==> src/rtl/csg_pkg.sv <==
package csg_pkg;

  // Default fraction width of the segment parameter u
  localparam int unsigned FRAC_BITS_DEF = 16;

  // Operand and result width (Q16.16)
  localparam int unsigned PW = 32;
  // Internal datapath width; Hermite intermediates need up to 37 bits
  localparam int unsigned DW = 40;

  // Register stages from input to output register
  localparam int unsigned NUM_STAGES = 10;

  typedef enum logic [1:0] {
    MODE_LINEAR  = 2'd0,
    MODE_BEZIER  = 2'd1,
    MODE_HERMITE = 2'd2,
    MODE_EULER   = 2'd3
  } interp_mode_e;

  localparam interp_mode_e MODE_RESET = MODE_BEZIER;

  // 360 degrees in Q16.16 is 45 * 2^19: split the magnitude at bit 19 and
  // divide the upper part by 45 through a reciprocal
  localparam int unsigned ANG_LOW_BITS    = 19;
  localparam int unsigned ANG_N_BITS      = PW - ANG_LOW_BITS;
  localparam int unsigned ANG_DIV         = 45;
  localparam int unsigned ANG_RECIP       = 23301;
  localparam int unsigned ANG_RECIP_BITS  = 15;
  localparam int unsigned ANG_RECIP_SHIFT = 20;
  localparam int unsigned ANG_Q_BITS      = 7;
  localparam int unsigned ANG_REM_BITS    = 7;
  localparam int unsigned ANG_W           = 27;

  localparam logic signed [ANG_W-1:0] ANGLE_FULL = 27'sd23592960;
  localparam logic signed [ANG_W-1:0] ANGLE_HALF = 27'sd11796480;

  localparam logic signed [PW-1:0] VAL_MAX = 32'sh7FFF_FFFF;
  localparam logic signed [PW-1:0] VAL_MIN = 32'sh8000_0000;

  typedef struct packed {
    logic [NUM_STAGES-1:0] load;
    logic [NUM_STAGES-1:0] valid;
  } csg_ctrl_t;

endpackage

==> src/rtl/csg_lerp.sv <==
module csg_lerp #(
  parameter int unsigned FRAC_BITS = csg_pkg::FRAC_BITS_DEF
) (
  input  logic                             clk_i,
  input  logic                             load_mul_i,
  input  logic                             load_rnd_i,
  input  logic [FRAC_BITS:0]               u_i,
  input  logic signed [csg_pkg::DW-1:0]    diff_i,
  input  logic signed [csg_pkg::DW-1:0]    base_i,
  output logic signed [csg_pkg::DW-1:0]    val_o
);

  localparam int unsigned DW = csg_pkg::DW;
  localparam int unsigned UW = FRAC_BITS + 1;
  localparam int unsigned MW = DW + UW + 1;
  localparam logic signed [MW-1:0] RND_HALF = MW'(1) << (FRAC_BITS - 1);

  logic signed [UW:0]    u_s;
  logic signed [MW-1:0]  prod_d, prod_q;
  logic signed [DW-1:0]  base_q;
  logic signed [MW-1:0]  rnd_sum, rnd_shift;
  logic signed [DW-1:0]  val_d, val_q;

  assign u_s    = $signed({1'b0, u_i});
  assign prod_d = MW'(diff_i) * MW'(u_s);

  always_ff @(posedge clk_i) begin
    if (load_mul_i) begin
      prod_q <= prod_d;
      base_q <= base_i;
    end
  end

  // round half up: floor((p + half) / 2^FRAC_BITS)
  assign rnd_sum   = prod_q + RND_HALF;
  assign rnd_shift = rnd_sum >>> FRAC_BITS;
  assign val_d     = base_q + $signed(rnd_shift[DW-1:0]);

  always_ff @(posedge clk_i) begin
    if (load_rnd_i) begin
      val_q <= val_d;
    end
  end

  assign val_o = val_q;

endmodule

==> config.mk <==
export PLATFORM = sky130hd
export DESIGN_NAME = csg_lerp
export DESIGN_NICKNAME = d
export VERILOG_FILES = /design/src/rtl/csg_pkg.sv /design/src/rtl/csg_lerp.sv
export SDC_FILE = /design/constraint.sdc
export NUM_CORES = 2
export LEC_CHECK = 0
export BUFFER_PORTS_ARGS = -buffer_cell sky130_fd_sc_hd__buf_2
export CAP_MARGIN = 20
export CORE_ASPECT_RATIO = 2
export CORE_MARGIN = 3
export CORE_UTILIZATION = 35
export DETAILED_ROUTE_END_ITERATION = 7
export SYNTH_ARGS = -nofsm -noshare
export SYNTH_HDL_FRONTEND = slang
export SYNTH_SLANG_ARGS = --single-unit
==> constraint.sdc <==
create_clock -name clk_i -period 9.69 [get_ports clk_i]
set_input_delay 1.938 -clock clk_i [delete_from_list [all_inputs] [get_ports clk_i]]
set_output_delay 1.938 -clock clk_i [all_outputs]
set_load 0.03 [all_outputs]
==> out/results.txt <==
status - finished, final reports clean
most frequent cell after synthesis - inv_1
RD Place Congestion - 0.876
compound-gate portion of the synthesized area - 5.21%
Hold Vio Cnt, Final - 0
fraction of synthesized area in multiplexers - 0.0354%
worst reg2reg path depth - 18
top-area cell type share of the netlist area - 44.5%
layout cells sized above 1 - 6.82%
Placed Cells - 4056
hold path startpoint - base_q[0]
slew margin rel. - 31.5%
r2r startpoint - prod_q[17]
overall routing resource usage - 19.9%
fraction of registers with async set/reset - 0%
P&R area growth vs syn - 8.34%
cts hold-fix bufs - 0
first-pass GRT wire length - 127 mm
Hold WC Path Type - reg2reg
non-filler cells, final - 4095
Syn Nets - 3864
largest family of logic cells by synthesized area - adder cells
Cells after Synth - 2970
FF-to-FF setup slack - 5.18 ns
Starting Density - 35.5%
syn_area_per_cell - 9.51 µm²
vias in the first global route - 23000
Worst EP arrival - 8.57 ns
DR pass1 iterations - 7
register area share after synthesis - 12.9%
Tcrit/Tclk final - 86.9%
Avg WL per Cell - 19.6 µm
nets@finish - 3934
Reg clk slew, reported paths - 0.06 ns
predominant post-synthesis flop cell - edfxtp_1
post-synthesis cell area - 0.0283 mm²
Post-synth EDFFs - 121
post-CTS setup buffer count - 0
boundary pin count - 140
Final Cell Area - 0.0306 mm²
detailed placer's ending HPWL - 64.6 mm
Routed Antenna Nets - 0
Initial DRC Count - 947
Die Y-Extent - 408 µm
Area after DPL - 0.0300 mm²
Yosys warnings - 0
Fmax achieved - 0.119 GHz
main area contributors after synthesis - fa_1 (44%), edfxtp_1 (13%), inv_1 (9.5%)
Worst setup SP type - primary input
WL final - 80.4 mm
htree depth - 4
Total Die Area - 0.0844 mm²
top cells by count, synth - inv_1 (712), fa_1 (628), nand2_1 (450), and2_1 (287), ha_1 (166)
I/O Buffers - 139
critical path endpoint category - flip-flop
Critical R2R Capture - val_o[39]
CP Class - in2reg
Hold Crit Depth - 1
dominant cell type by area after synthesis - fa_1
clk buf depth - 2
CTS Buf Count - 17
largest net degree at the start of global routing - 82
DIE WIDTH - 207 µm
post-DR vias/cell - 4.99
Worst Hold Path EP - val_o[0]
Setup TNS Final - 0 ns
Slew Limit Fails - 0
Netlist cell types - 60
clk_skew - 0.0110 ns
Max-Cap Viols - 0
Remaining Overflow, GRT - 0
actual transition at the worst max-transition pin - 1.03 ns
post-CTS sizing - 0
RSZ-0062 raised after global routing - no
Clk Latency, worst-skew pair - 0.42 ns
Critical Path RT - 9.85 ns
initial antenna violation count - 13
Clock Root Buffer - clkbuf_16
endpoints failing setup - 0
fin util - 38.4%
CTS tree - built
Crit Path Max Fanout - 40
Synth Area in Simple Gates - 15.2%
synthesized flop and latch total - 121
Residual DRC - 0
min cycle time layout - 8.42 ns
CTS sink cnt - 121
post-synthesis xor/xnor area fraction - 3.91%
core area - 0.0796 mm²
Vias - 20400
Post-Synth Adder-Cell Area - 51.8%
FP Rows - 146
[sequential cells by signal (all words and copies together) (netlist names)]
signal  cells
val_o      40
prod_q     41
base_q     40
[how the worst max path moves through the flow]
stage | depth (start not counted) | end | slack, ns | startpoint
after floorplan | 23 | prod_q[55] | 1.95 | u_i[3]
after global placement | 23 | prod_q[55] | 0.95 | u_i[4]
after detailed placement | 23 | prod_q[55] | 0.89 | u_i[4]
after CTS | 23 | prod_q[55] | 1.35 | u_i[4]
after global routing | 22 | prod_q[44] | 1.02 | u_i[4]
final | 23 | prod_q[55] | 1.27 | u_i[4]
[critical path: stages]
cell	delay (ns)
buf_2	0.73
nand2_1	0.20
fa_1	0.54
fa_1	0.51
fa_1	0.52
inv_1	0.06
fa_1	0.49
fa_1	0.53
inv_1	0.06
fa_1	0.58
inv_1	0.07
ha_1	0.34
nand4_1	0.11
nor2_1	0.17
and4_1	0.24
nand4_1	0.14
a2111oi_2	0.40
buf_4	0.21
o21ai_2	0.09
o2111ai_2	0.23
a21o_2	0.18
a21oi_2	0.06
xnor2_1	0.12
[logic make-up after synthesis]
| group | after synthesis |
|---|---|
| buffers and inverters | 823 |
| AOI/OAI and AO/OA | 219 |
| DFF | 121 |
| muxes | 1 |
| adders and majority gates | 794 |
| xor gates and xnor gates | 126 |
| and+or+nand+nor | 886 |
[placed cells by master, fill, tap and decap left out, drive strengths merged, types with 6 or more instances in the layout]
master	synthesis	routed
diode	0	8
a211oi	15	15
xor2	38	38
o211ai	7	7
o21bai	13	13
o21ai	42	42
and3	14	14
nand2	450	450
ha	166	166
clkbuf	111	20
nor2b	8	8
inv	712	712
nand2b	8	8
edfxtp	121	121
nand4	21	21
clkinv	0	6
nand3	23	23
a21oi	74	74
xnor2	88	88
a221oi	6	6
nor2	42	42
a21o	26	26
fa	628	628
nor3	18	18
and4	6	6
o21a	10	10
and2	288	288
buf	0	162
[cell type report]
type / instances / area [µm²]
Antenna cell: 8 / 20.0
Clock buffer: 20 / 437
Fill cell: 8196 / 49000
Sequential cell: 121 / 3630
Tap cell: 1036 / 1300
Timing Repair Buffer: 162 / 891
Inverter: 712 / 2670
Multi-Input combinational cell: 2026 / 21500
Clock inverter: 10 / 129
[layer usage]
layer | vias up | part of all wire (%) | global-route usage (%)
met5 | - | 0.034 | 0
met4 | 4 | 8.8 | 13.4
met3 | 293 | 3.9 | 2.40
met2 | 603 | 55 | 38.2
met1 | 10500 | 32 | 19.5
li1 | 8984 | - | -
[metrics by stage]
step	hold WS, ns	worst slack [ns]
floorplan	0.526	1.95
global placement	0.536	0.953
detailed placement	0.545	0.889
CTS	0.567	1.35
global route	0.598	1.02
finish	0.557	1.27
Power is left out: the tool's default activity adds up to more than one toggle a clock period on the data nets, which glitch-free logic cannot reach.
