$ cat src/rtl/csg_pkg.sv
package csg_pkg;

  // Default fraction width of the segment parameter u
  localparam int unsigned FRAC_BITS_DEF = 16;

  // Operand and result width (Q16.16)
  localparam int unsigned PW = 32;
  // Internal datapath width; Hermite intermediates need up to 37 bits
  localparam int unsigned DW = 40;

  // Register stages from input to output register
  localparam int unsigned NUM_STAGES = 10;

  typedef enum logic [1:0] {
    MODE_LINEAR  = 2'd0,
    MODE_BEZIER  = 2'd1,
    MODE_HERMITE = 2'd2,
    MODE_EULER   = 2'd3
  } interp_mode_e;

  localparam interp_mode_e MODE_RESET = MODE_BEZIER;

  // 360 degrees in Q16.16 is 45 * 2^19: split the magnitude at bit 19 and
  // divide the upper part by 45 through a reciprocal
  localparam int unsigned ANG_LOW_BITS    = 19;
  localparam int unsigned ANG_N_BITS      = PW - ANG_LOW_BITS;
  localparam int unsigned ANG_DIV         = 45;
  localparam int unsigned ANG_RECIP       = 23301;
  localparam int unsigned ANG_RECIP_BITS  = 15;
  localparam int unsigned ANG_RECIP_SHIFT = 20;
  localparam int unsigned ANG_Q_BITS      = 7;
  localparam int unsigned ANG_REM_BITS    = 7;
  localparam int unsigned ANG_W           = 27;

  localparam logic signed [ANG_W-1:0] ANGLE_FULL = 27'sd23592960;
  localparam logic signed [ANG_W-1:0] ANGLE_HALF = 27'sd11796480;

  localparam logic signed [PW-1:0] VAL_MAX = 32'sh7FFF_FFFF;
  localparam logic signed [PW-1:0] VAL_MIN = 32'sh8000_0000;

  typedef struct packed {
    logic [NUM_STAGES-1:0] load;
    logic [NUM_STAGES-1:0] valid;
  } csg_ctrl_t;

endpackage

$ cat src/rtl/csg_pipe_ctrl.sv
module csg_pipe_ctrl (
  input  logic                clk_i,
  input  logic                rst_ni,
  input  logic                valid_i,
  output logic                stall_o,
  input  logic                stall_i,
  output csg_pkg::csg_ctrl_t  ctrl_o
);

  localparam int unsigned N = csg_pkg::NUM_STAGES;

  logic [N-1:0] valid_q, valid_d, ready;

  // A stage loads when it is empty or its successor moves on
  always_comb begin
    ready[N-1] = !valid_q[N-1] || !stall_i;
    for (int k = N - 2; k >= 0; k--) begin
      ready[k] = !valid_q[k] || ready[k+1];
    end
  end

  always_comb begin
    valid_d[0] = ready[0] ? valid_i : valid_q[0];
    for (int k = 1; k < N; k++) begin
      valid_d[k] = ready[k] ? valid_q[k-1] : valid_q[k];
    end
  end

  always_ff @(posedge clk_i or negedge rst_ni) begin
    if (!rst_ni) begin
      valid_q <= '0;
    end else begin
      valid_q <= valid_d;
    end
  end

  assign stall_o      = !ready[0];
  assign ctrl_o.load  = ready;
  assign ctrl_o.valid = valid_q;

endmodule

$ cat config.mk
export PLATFORM = sky130hd
export DESIGN_NAME = csg_pipe_ctrl
export DESIGN_NICKNAME = d
export VERILOG_FILES = /design/src/rtl/csg_pkg.sv /design/src/rtl/csg_pipe_ctrl.sv
export SDC_FILE = /design/constraint.sdc
export NUM_CORES = 1
export LEC_CHECK = 0
export BUFFER_PORTS_ARGS = -buffer_cell sky130_fd_sc_hd__buf_2
export CAP_MARGIN = 15
export CORE_AREA = 2 2 39 41
export DETAILED_ROUTE_END_ITERATION = 8
export DIE_AREA = 0 0 41 43
export HOLD_SLACK_MARGIN = 0.05
export PLACE_DENSITY_LB_ADDON = 0.3
export SYNTH_ARGS = -nofsm -noshare
export SYNTH_HDL_FRONTEND = slang
export SYNTH_SLANG_ARGS = --single-unit
$ cat constraint.sdc
create_clock -name clk_i -period 2 [get_ports clk_i]
set_clock_uncertainty 0.05 [all_clocks]
set_input_delay 0.2 -clock clk_i [delete_from_list [all_inputs] [get_ports clk_i]]
set_output_delay 0.2 -clock clk_i [all_outputs]
set_load 0.01 [all_outputs]
==> run_results.csv <==
group,metric,value,unit
status,status,"complete, no violations",
floorplanning,rows,14,
timing,tightest_slew,0.2714,ns
layout,syn2layout_area_growth,39.60,%
logic_synthesis,avgSynthCellArea,11.10,um^2
layout,nFillCells,141,
worst_setup_path,crit_family,"simple AND/OR/NAND/NOR gates",
pwr,p_leak,0.2803,nW
detailed_routing,num_vias,394,
clock_tree,post_cts_resized,0,
timing,relSlewSlack,81.91,%
timing,finalWorstSetupSlack,0.1905,ns
worst_setup_path,timing.rr.end,"valid_q[0]$_DFFE_PN0P_",
clock_tree,root_buffer,"clkbuf_4",
worst_hold_path,hold_class,"primary input to flop",
worst_setup_path,criticalPathCategory,"flop to primary output",
global_route,grt_max_degree,14,
timing,setup_violations,0,
clock_tree,path_clk_slew,0.07,ns
layout,post-route-util,43.67,%
detailed_routing,drc_errors,0,
floorplanning,dieArea,1763,um^2
logic_synthesis,syn_nets,43,
timing,drv_slew,0,
layout,final_common_cell,"buf_2",
worst_setup_path,crit_buf_inv,2,
worst_setup_path,crit_arrival,1.56,ns
floorplanning,initial_core_util,31.28,%
logic_synthesis,yosys_warnings,0,
global_route,grt_pass1_wl,1.393,mm
global_route,grt_usage,11.82,%
placed_design,pre_cts_slack,0.4800,ns
worst_setup_path,crit_start,"valid_q[9]$_DFFE_PN0P_",
layout,multi_input_area,160.2,um^2
floorplanning,io_pins,25,
layout,antenna_cells,0,
worst_setup_path,reg2reg_from,"valid_q[9]$_DFFE_PN0P_",
logic_synthesis,ys_ff_latch,10,
worst_setup_path,cp-end-kind,"primary output",
placed_design,place.gp.congestion,0.6923,
job,maxCapViolCount,0,
placed_design,dp_hpwl,683.5,um
clock_tree,htree_levels,1,
detailed_routing,drt_iter0_drc,3,
worst_setup_path,cpMaxStageDelayCell,"dfrtp_1",
timing,min_period_over_period,90.47,%
clock_tree,tritoncts,"built",
worst_setup_path,worstPathCellList,"and4_4 > inv_2 > or3_1 > buf_2",
worst_setup_path,r2r_cells,3,
timing,max_freq,552.7,MHz
clock_tree,cts_buffers,3,
floorplanning,die-width,41,um
floorplanning,core,1384,um^2
worst_setup_path,critPathLaunchType,"flop",
worst_setup_path,crit_fanout,13,
layout,layout.area.seq,250.2,um^2
logic_synthesis,netlist_area,432.9,um^2
clock_tree,cts.sinks,10,
worst_setup_path,cp_num_cells,4,
timing,holdWs,0.08625,ns
worst_setup_path,r2r_slack,0.81,ns
detailed_routing,wl_per_cell,11.48,um
detailed_routing,viasPerCell,4.864,
logic_synthesis,ys_seq_area_share,57.80,%
logic_synthesis,synth.distinct_cells,16,
placed_design,io_buffers,24,
pwr,cellPowerDensity,1073,nW/um^2
pwr,ir_drop,471.9,uV
timing,hold_viol_final,0,
worst_setup_path,cp_data_required_time,1.75,ns
detailed_routing,postRouteAntennaNets,0,
detailed_routing,drt_pass1_iterations,4,
global_route,antenna_found_initial,0,
clock_tree,clockBufferDepth,2,
worst_setup_path,cpPeakStageDelay,0.39,ns
layout,drive_above_1_share,49.23,%
detailed_routing,routed_wl,930,um
clock_tree,insertion_delay,0.26,ns
layout,largest_reg_flops,10,
worst_setup_path,worstSetupEndpoint,"ctrl_o[10]",
timing,tns,0,ns
global_route,first_global_vias,342,
timing,rsz0062_at_grt,"no",
timing,fin_crit,1.809,ns
logic_synthesis,syn_inst,39,
layout,final_cell_mix,"24 x buf_2, 10 x dfrtp_1, 4 x nand3_1",
floorplanning,die_h,43,um
layout,nets,70,
layout,reg_top3,"valid_q: 10 flops",
layout,largest_register,"valid_q",
global_route,overflow,0,
per-layer routing:
metal	global-route usage [%]	share of wire (%)	vias to the layer above	wire, um
met3	5.236	8.7	0	81
met2	16.25	42	17	395
met5	0	0	-	0
met4	4.000	0	0	0
met1	16.22	49	182	454
li1	-	-	195	-
synth_stat cells:
cell / n / share of area [%]
dfrtp_1: 10 / 58
nand3_1: 4 / 4.6
buf_2: 3 / 3.5
nand2_1: 3 / 2.6
nand2b_1: 3 / 4.3
nand4_1: 3 / 4.3
a21o_1: 2 / 3.5
a31o_2: 2 / 4.0
a41o_1: 2 / 4.6
and4_1: 1 / 2.0
and4_4: 1 / 2.6
inv_1: 1 / 0.87
inv_2: 1 / 0.87
nor3_1: 1 / 1.2
o31ai_1: 1 / 1.7
or3_1: 1 / 1.4
report_power, final:
part | total [mW] | leakage, nW | switching [mW] | internal, mW
clock network | 0.178 | 0.0210 | 0.0674 | 0.110
logic | 0.188 | 0.152 | 0.104 | 0.0843
registers | 0.282 | 0.107 | 0.0476 | 0.235
total | 0.648 | 0.280 | 0.219 | 0.429
timing repair:
action	4_1_cts	5_1_grt
hold endpoints to repair	10	0
hold buffers	1	0
setup buffers	0	0
worst min path at each step:
| stage | start | to | slack (ns) | cells past startpoint |
|---|---|---|---|---|
| finish | valid_i | valid_q[0]$_DFFE_PN0P_ | 0.09 | 3 |
| global route | valid_i | valid_q[0]$_DFFE_PN0P_ | 0.08 | 3 |
| CTS | valid_i | valid_q[0]$_DFFE_PN0P_ | 0.09 | 3 |
| detailed placement | rst_ni | valid_q[4]$_DFFE_PN0P_ | 0.02 | 1 |
| global placement | rst_ni | valid_q[5]$_DFFE_PN0P_ | 0.02 | 1 |
| floorplan | rst_ni | valid_q[0]$_DFFE_PN0P_ | -0.15 | 0 |
metrics by stage:
| step | instances | area, um^2 | total power [mW] |
|---|---|---|---|
| floorplan | 39 | 432.9 | 0.3988 |
| global placement | 76 | 558.0 | 0.4708 |
| detailed placement | 76 | 558.0 | 0.4733 |
| CTS | 81 | 604.3 | 0.6562 |
| global route | 81 | 604.3 | 0.7000 |
| finish | 81 | 604.3 | 0.6484 |
area by class of cell:
cell class / count / area share [%]
inverters: 2 / 1.242
repair buffers: 25 / 21.53
flip-flops and latches: 10 / 41.41
well taps: 16 / 3.313
clock buffers: 4 / 6.004
multi-input cells: 24 / 26.50
worst reg2reg max path: cells and delay by family (launching register included):
kind	cells	cell delay, ns
compound gates	1	0.25
buf+inv	1	0.08
flops	1	0.39
simple gates	1	0.34
cell families (layout without fill, tap and decap cells):
group | count (synthesis) | count (layout) | share of synthesized area, %
simple gates | 17 | 17 | 23.12
flops | 10 | 10 | 57.80
compound gates | 7 | 7 | 13.87
buf+inv | 5 | 31 | 5.200
(Power assumes the default switching activity.)
