--- src/rtl/csg_pkg.sv ---
package csg_pkg;

  // Default fraction width of the segment parameter u
  localparam int unsigned FRAC_BITS_DEF = 16;

  // Operand and result width (Q16.16)
  localparam int unsigned PW = 32;
  // Internal datapath width; Hermite intermediates need up to 37 bits
  localparam int unsigned DW = 40;

  // Register stages from input to output register
  localparam int unsigned NUM_STAGES = 10;

  typedef enum logic [1:0] {
    MODE_LINEAR  = 2'd0,
    MODE_BEZIER  = 2'd1,
    MODE_HERMITE = 2'd2,
    MODE_EULER   = 2'd3
  } interp_mode_e;

  localparam interp_mode_e MODE_RESET = MODE_BEZIER;

  // 360 degrees in Q16.16 is 45 * 2^19: split the magnitude at bit 19 and
  // divide the upper part by 45 through a reciprocal
  localparam int unsigned ANG_LOW_BITS    = 19;
  localparam int unsigned ANG_N_BITS      = PW - ANG_LOW_BITS;
  localparam int unsigned ANG_DIV         = 45;
  localparam int unsigned ANG_RECIP       = 23301;
  localparam int unsigned ANG_RECIP_BITS  = 15;
  localparam int unsigned ANG_RECIP_SHIFT = 20;
  localparam int unsigned ANG_Q_BITS      = 7;
  localparam int unsigned ANG_REM_BITS    = 7;
  localparam int unsigned ANG_W           = 27;

  localparam logic signed [ANG_W-1:0] ANGLE_FULL = 27'sd23592960;
  localparam logic signed [ANG_W-1:0] ANGLE_HALF = 27'sd11796480;

  localparam logic signed [PW-1:0] VAL_MAX = 32'sh7FFF_FFFF;
  localparam logic signed [PW-1:0] VAL_MIN = 32'sh8000_0000;

  typedef struct packed {
    logic [NUM_STAGES-1:0] load;
    logic [NUM_STAGES-1:0] valid;
  } csg_ctrl_t;

endpackage

--- src/rtl/csg_angle_mod.sv ---
module csg_angle_mod (
  input  logic                                clk_i,
  input  logic [3:0]                          load_i,
  input  logic signed [csg_pkg::PW-1:0]       angle_i,
  output logic signed [csg_pkg::ANG_W-1:0]    angle_o
);

  localparam int unsigned PW    = csg_pkg::PW;
  localparam int unsigned LB    = csg_pkg::ANG_LOW_BITS;
  localparam int unsigned NB    = csg_pkg::ANG_N_BITS;
  localparam int unsigned RB    = csg_pkg::ANG_RECIP_BITS;
  localparam int unsigned QB    = csg_pkg::ANG_Q_BITS;
  localparam int unsigned EB    = csg_pkg::ANG_REM_BITS;
  localparam int unsigned AW    = csg_pkg::ANG_W;
  localparam int unsigned PRODW = NB + RB;
  localparam int unsigned MAGW  = EB - 1 + LB;

  // magnitude split
  logic [PW-1:0]  mag;
  logic [NB-1:0]  n_a_q;
  logic [LB-1:0]  low_a_q;
  logic           neg_a_q;

  // quotient estimate, true quotient or one below
  logic [PRODW-1:0] quot_prod;
  logic [QB-1:0]    q_b_q;
  logic [NB-1:0]    n_b_q;
  logic [LB-1:0]    low_b_q;
  logic             neg_b_q;

  // remainder before correction, below twice the divisor
  logic [NB-1:0]  qmul;
  logic [NB-1:0]  rem_full;
  logic [EB-1:0]  rem_c_q;
  logic [LB-1:0]  low_c_q;
  logic           neg_c_q;

  logic [EB-1:0]        rem_corr;
  logic [MAGW-1:0]      mag_r;
  logic signed [AW-1:0] mag_ext;
  logic signed [AW-1:0] angle_d, angle_q;

  assign mag = angle_i[PW-1] ? (~angle_i + PW'(1)) : angle_i;

  always_ff @(posedge clk_i) begin
    if (load_i[0]) begin
      n_a_q   <= mag[PW-1:LB];
      low_a_q <= mag[LB-1:0];
      neg_a_q <= angle_i[PW-1];
    end
  end

  assign quot_prod = PRODW'(n_a_q) * PRODW'(csg_pkg::ANG_RECIP);

  always_ff @(posedge clk_i) begin
    if (load_i[1]) begin
      q_b_q   <= quot_prod[csg_pkg::ANG_RECIP_SHIFT +: QB];
      n_b_q   <= n_a_q;
      low_b_q <= low_a_q;
      neg_b_q <= neg_a_q;
    end
  end

  assign qmul     = NB'(q_b_q) * NB'(csg_pkg::ANG_DIV);
  assign rem_full = n_b_q - qmul;

  always_ff @(posedge clk_i) begin
    if (load_i[2]) begin
      rem_c_q <= rem_full[EB-1:0];
      low_c_q <= low_b_q;
      neg_c_q <= neg_b_q;
    end
  end

  // one correction step, then restore the dividend's sign
  assign rem_corr = (rem_c_q >= EB'(csg_pkg::ANG_DIV)) ?
                    (rem_c_q - EB'(csg_pkg::ANG_DIV)) : rem_c_q;
  assign mag_r    = {rem_corr[EB-2:0], low_c_q};
  assign mag_ext  = $signed(AW'(mag_r));
  assign angle_d  = neg_c_q ? -mag_ext : mag_ext;

  always_ff @(posedge clk_i) begin
    if (load_i[3]) begin
      angle_q <= angle_d;
    end
  end

  assign angle_o = angle_q;

endmodule

--- config.mk ---
export PLATFORM = sky130hd
export DESIGN_NAME = csg_angle_mod
export DESIGN_NICKNAME = d
export VERILOG_FILES = /design/src/rtl/csg_pkg.sv /design/src/rtl/csg_angle_mod.sv
export SDC_FILE = /design/constraint.sdc
export NUM_CORES = 1
export LEC_CHECK = 0
export BUFFER_PORTS_ARGS = -buffer_cell sky130_fd_sc_hd__clkbuf_2
export CORE_UTILIZATION = 30
export DETAILED_ROUTE_END_ITERATION = 10
export PLACE_DENSITY_LB_ADDON = 0.1
export SLEW_MARGIN = 20
export SYNTH_ARGS = -nofsm -noshare
export SYNTH_HDL_FRONTEND = slang
export SYNTH_SLANG_ARGS = --single-unit
--- constraint.sdc ---
create_clock -name clk_i -period 9 [get_ports clk_i]
set_input_delay 1.35 -clock clk_i [delete_from_list [all_inputs] [get_ports clk_i]]
set_output_delay 1.35 -clock clk_i [all_outputs]
set_load 0.01 [all_outputs]
==> out/summary.txt <==
CTS sink count -> 121
Iter 0 DRT Violations -> 235
fin. max-slew vios -> 0
synthesis-to-finish area growth -> 16.3%
multi-input logic area -> 4130 sq um
Worst R2R Start -> n_a_q[4]
Largest delay share family, worst path -> adder cells
Worst setup SP type -> flip-flop
Worst Path Buf+Inv -> 2
post-route ant nets -> 0
placer congestion estimate -> 0.833
Max Freq -> 205 MHz
CTS Buf Count -> 17
Port Buffers -> 63
Hold Vio Cnt, Final -> 0
reg-to-reg slack, setup -> 4120 ps
# diodes -> 0
CTS Hold Bufs -> 0
Die Y -> 168 microns
Vias -> 5031
num rows -> 60
Worst Setup Path Type -> reg2reg
global route overflow -> 0
full die area -> 28100 sq um
mean routed wirelength per cell -> 14.4 microns
Die Wd -> 168 microns
CP Capture Type -> flip-flop
post-detail-place hpwl -> 13100 microns
IO Pins -> 64
Stages on worst setup path -> 13
slowest CP cell -> or4_1
unrepaired setup endpoints after global routing -> false
postcts setup bufs -> 0
Psw -> 1.44 mW
Yosys top cell area share -> 44.1%
CP Max Fanout -> 5
syn nets -> 862
sequential-to-total area share from yosys stat -> 44.1%
crit-path cells -> ha_1 > fa_1 > ha_1 > fa_1 > inv_1 > fa_1 > inv_1 > ha_1 > nand4_1 > or4_1 > a22oi_1 > o221ai_1 > xnor2_1
CTS tree -> done
Initial Utilization -> 30.6%
Slew @ Worst Pin -> 866 ps
vias in the first global route -> 5247
final period demand of the worst path -> 4880 ps
Hold Crit Class -> reg2reg
VDD IR max -> 0.162 mV
Flop pwr share -> 24.5%
worst path required time -> 9160 ps
commonest register cell after synthesis -> edfxtp_1
post-place setup slack -> 4100 ps
DRC -> 0
CP Data Arrival Time -> 5040 ps
Static Leakage -> 4.07 nW
drt pass-1 iters -> 4
Mapped Area -> 8240 sq um
min-delay src -> low_a_q[6]
RR Endpoint -> q_b_q[6]
Seq. cell area -> 3630 sq um
Max Cap Violations -> 0
sw frac -> 39.4%
wire length of the first global-routing pass -> 26500 microns
outcome -> finished clean
CP startpoint -> n_a_q[4]
gr usage total -> 12.0%
R2R depth -> 13
clk_skew -> 9.21 ps
share of flip-flops with an asynchronous set or reset -> 0%
Final WS setup -> 4120 ps
FF+latch count, synth -> 121
Syn Area/Cell -> 12.2 sq um
Tcrit/Tclk final -> 54.3%
logic gate share of total power -> 55.6%
Yosys cell types -> 45
htree depth -> 4
initial antenna violation count -> 0
Ys Warns -> 0
post-synthesis instance total -> 678
Setup violations, final -> 0
internal power -> 2.21 mW
slowest stage delay, CP -> 570 ps
layout cells sized above 1 -> 14.1%
total routed wirelength -> 15900 microns
fillcell total -> 2642
Pwr Density -> 381 nW/um^2
clk root buf -> clkbuf_16
setup TNS -> 0 ps
top post-synthesis cells by area -> edfxtp_1 44%, ha_1 16%, fa_1 11%
largest net degree at the start of global routing -> 35
count of flip-flops with a built-in enable after synthesis -> 121
clk slew on worst S/H paths -> 60 ps
relative slew slack -> 42.3%
Total Nets Final -> 936
core area -> 27000 sq um
clock share of power -> 19.9%
vias per cell -> 4.55
CTS-repair resized insts -> 0
largest area contributor in the netlist -> edfxtp_1
Setup crit end -> q_b_q[6]
CTS max path bufs -> 2
Skew-Pair Late Insertion Delay -> 410 ps
[metal layers]
metal | wire length [microns] | GRT usage, % | share of wire (%)
met5 | 0 | 0 | 0
met4 | 195 | 3.91 | 1.2
met3 | 454 | 2.86 | 2.9
met2 | 8100 | 21.1 | 51
met1 | 7130 | 14.3 | 45
[cell usage after synthesis, drive strengths merged, types with 7 or more instances]
cell / count
o41ai: 8
o21a: 7
a21oi: 19
nor2: 15
edfxtp: 121
xor2: 14
o21ai: 25
or4: 10
nor3: 7
o31ai: 14
ha: 103
fa: 44
or3: 11
xnor2: 65
inv: 119
a21o: 8
clkbuf: 8
nand2: 27
[state kept, by name, summed over array words and instances (netlist names)]
register	flops
q_b_q	7
angle_o	27
n_a_q	13
neg_a_q	1
low_a_q	19
neg_b_q	1
low_c_q	19
low_b_q	19
rem_c_q	7
neg_c_q	1
n_b_q	7
[power by group through the flow]
stage	clock network (mW)	logic, mW	registers [mW]
5_1_grt	0.769	2.37	0.909
3_3_place_gp	0	2.03	0.906
3_5_place_dp	0	2.06	0.908
6_report	0.725	2.03	0.894
4_1_cts	0.745	2.08	0.896
2_1_floorplan	0	1.61	0.890
[layout by cell type, fill, tap and decap left out, types with 2 or more instances in the layout]
master	Yosys	layout
a211oi_1	3	3
a21boi_0	2	2
a21o_1	8	8
a21oi_1	17	17
a21oi_2	2	2
a31oi_1	2	2
bufinv_16	0	3
clkbuf_16	0	17
clkbuf_2	0	63
clkinvlp_4	0	2
edfxtp_1	121	121
fa_1	44	44
ha_1	103	103
inv_1	119	119
inv_6	0	5
inv_8	0	4
mux2i_1	3	3
nand2_1	27	27
nand2b_1	2	2
nand3_1	4	4
nand3b_1	3	3
nand4_1	5	5
nor2_1	15	15
nor2b_1	3	3
nor3_1	7	7
o211ai_1	3	3
o21a_1	7	7
o21ai_0	22	22
o21ai_1	3	3
o21bai_1	4	4
o22ai_1	2	2
o31a_1	3	3
o31ai_1	13	13
o41ai_1	8	8
or2_2	5	5
or3_1	11	11
or4_1	6	6
or4_4	4	4
xnor2_1	65	65
xor2_1	14	14
[per-stage QoR]
stage          util, %  hold WS (ps)  area, sq um  instances  power, mW
6_report          35.5           413         9580       1106       3.65
2_1_floorplan        -           400         8240        678       2.50
5_1_grt           35.5           422         9580       1106       4.05
3_5_place_dp      33.2           405         8950       1074       2.97
3_3_place_gp      33.2           409         8950       1074       2.94
4_1_cts           35.5           415         9580       1106       3.72
[logic make-up (layout without fill, tap and decap cells)]
| logic type | after synthesis | after routing | share of synthesized area, % |
|---|---|---|---|
| adders and majority gates | 147 | 147 | 26.3 |
| buffers and inverters | 127 | 214 | 5.79 |
| DFF | 121 | 121 | 44.1 |
| AOI/OAI and AO/OA | 105 | 105 | 8.66 |
| and+or+nand+nor | 96 | 96 | 6.36 |
| xor gates and xnor gates | 79 | 79 | 8.40 |
| muxes | 3 | 3 | 0.364 |
[cell type report]
cell class / count / share of cell area (%)
clock buffer: 17 / 4.44
multi-input combinational: 430 / 43.1
sequential: 121 / 37.9
timing repair buffer: 63 / 3.29
clock inverter: 15 / 2.12
inverter: 119 / 4.66
tap: 341 / 4.45
[worst min-delay path by stage]
stage	endpoint	slack [ps]	cells past startpoint
2_1_floorplan	low_b_q[0]	400	0
3_3_place_gp	low_c_q[0]	410	0
3_5_place_dp	low_b_q[6]	400	0
4_1_cts	low_b_q[6]	420	0
5_1_grt	low_b_q[10]	420	0
6_report	low_b_q[6]	410	0
[worst reg2reg max path: cells and delay by family, from the launching register on]
family | cells | cell delay (ps)
simple gates | 2 | 750
buf+inv | 2 | 110
flops | 1 | 540
fa+ha+maj | 6 | 2700
compound gates | 2 | 380
xor+xnor | 1 | 160
No activity file was read; power rests on OpenSTA's default activity.
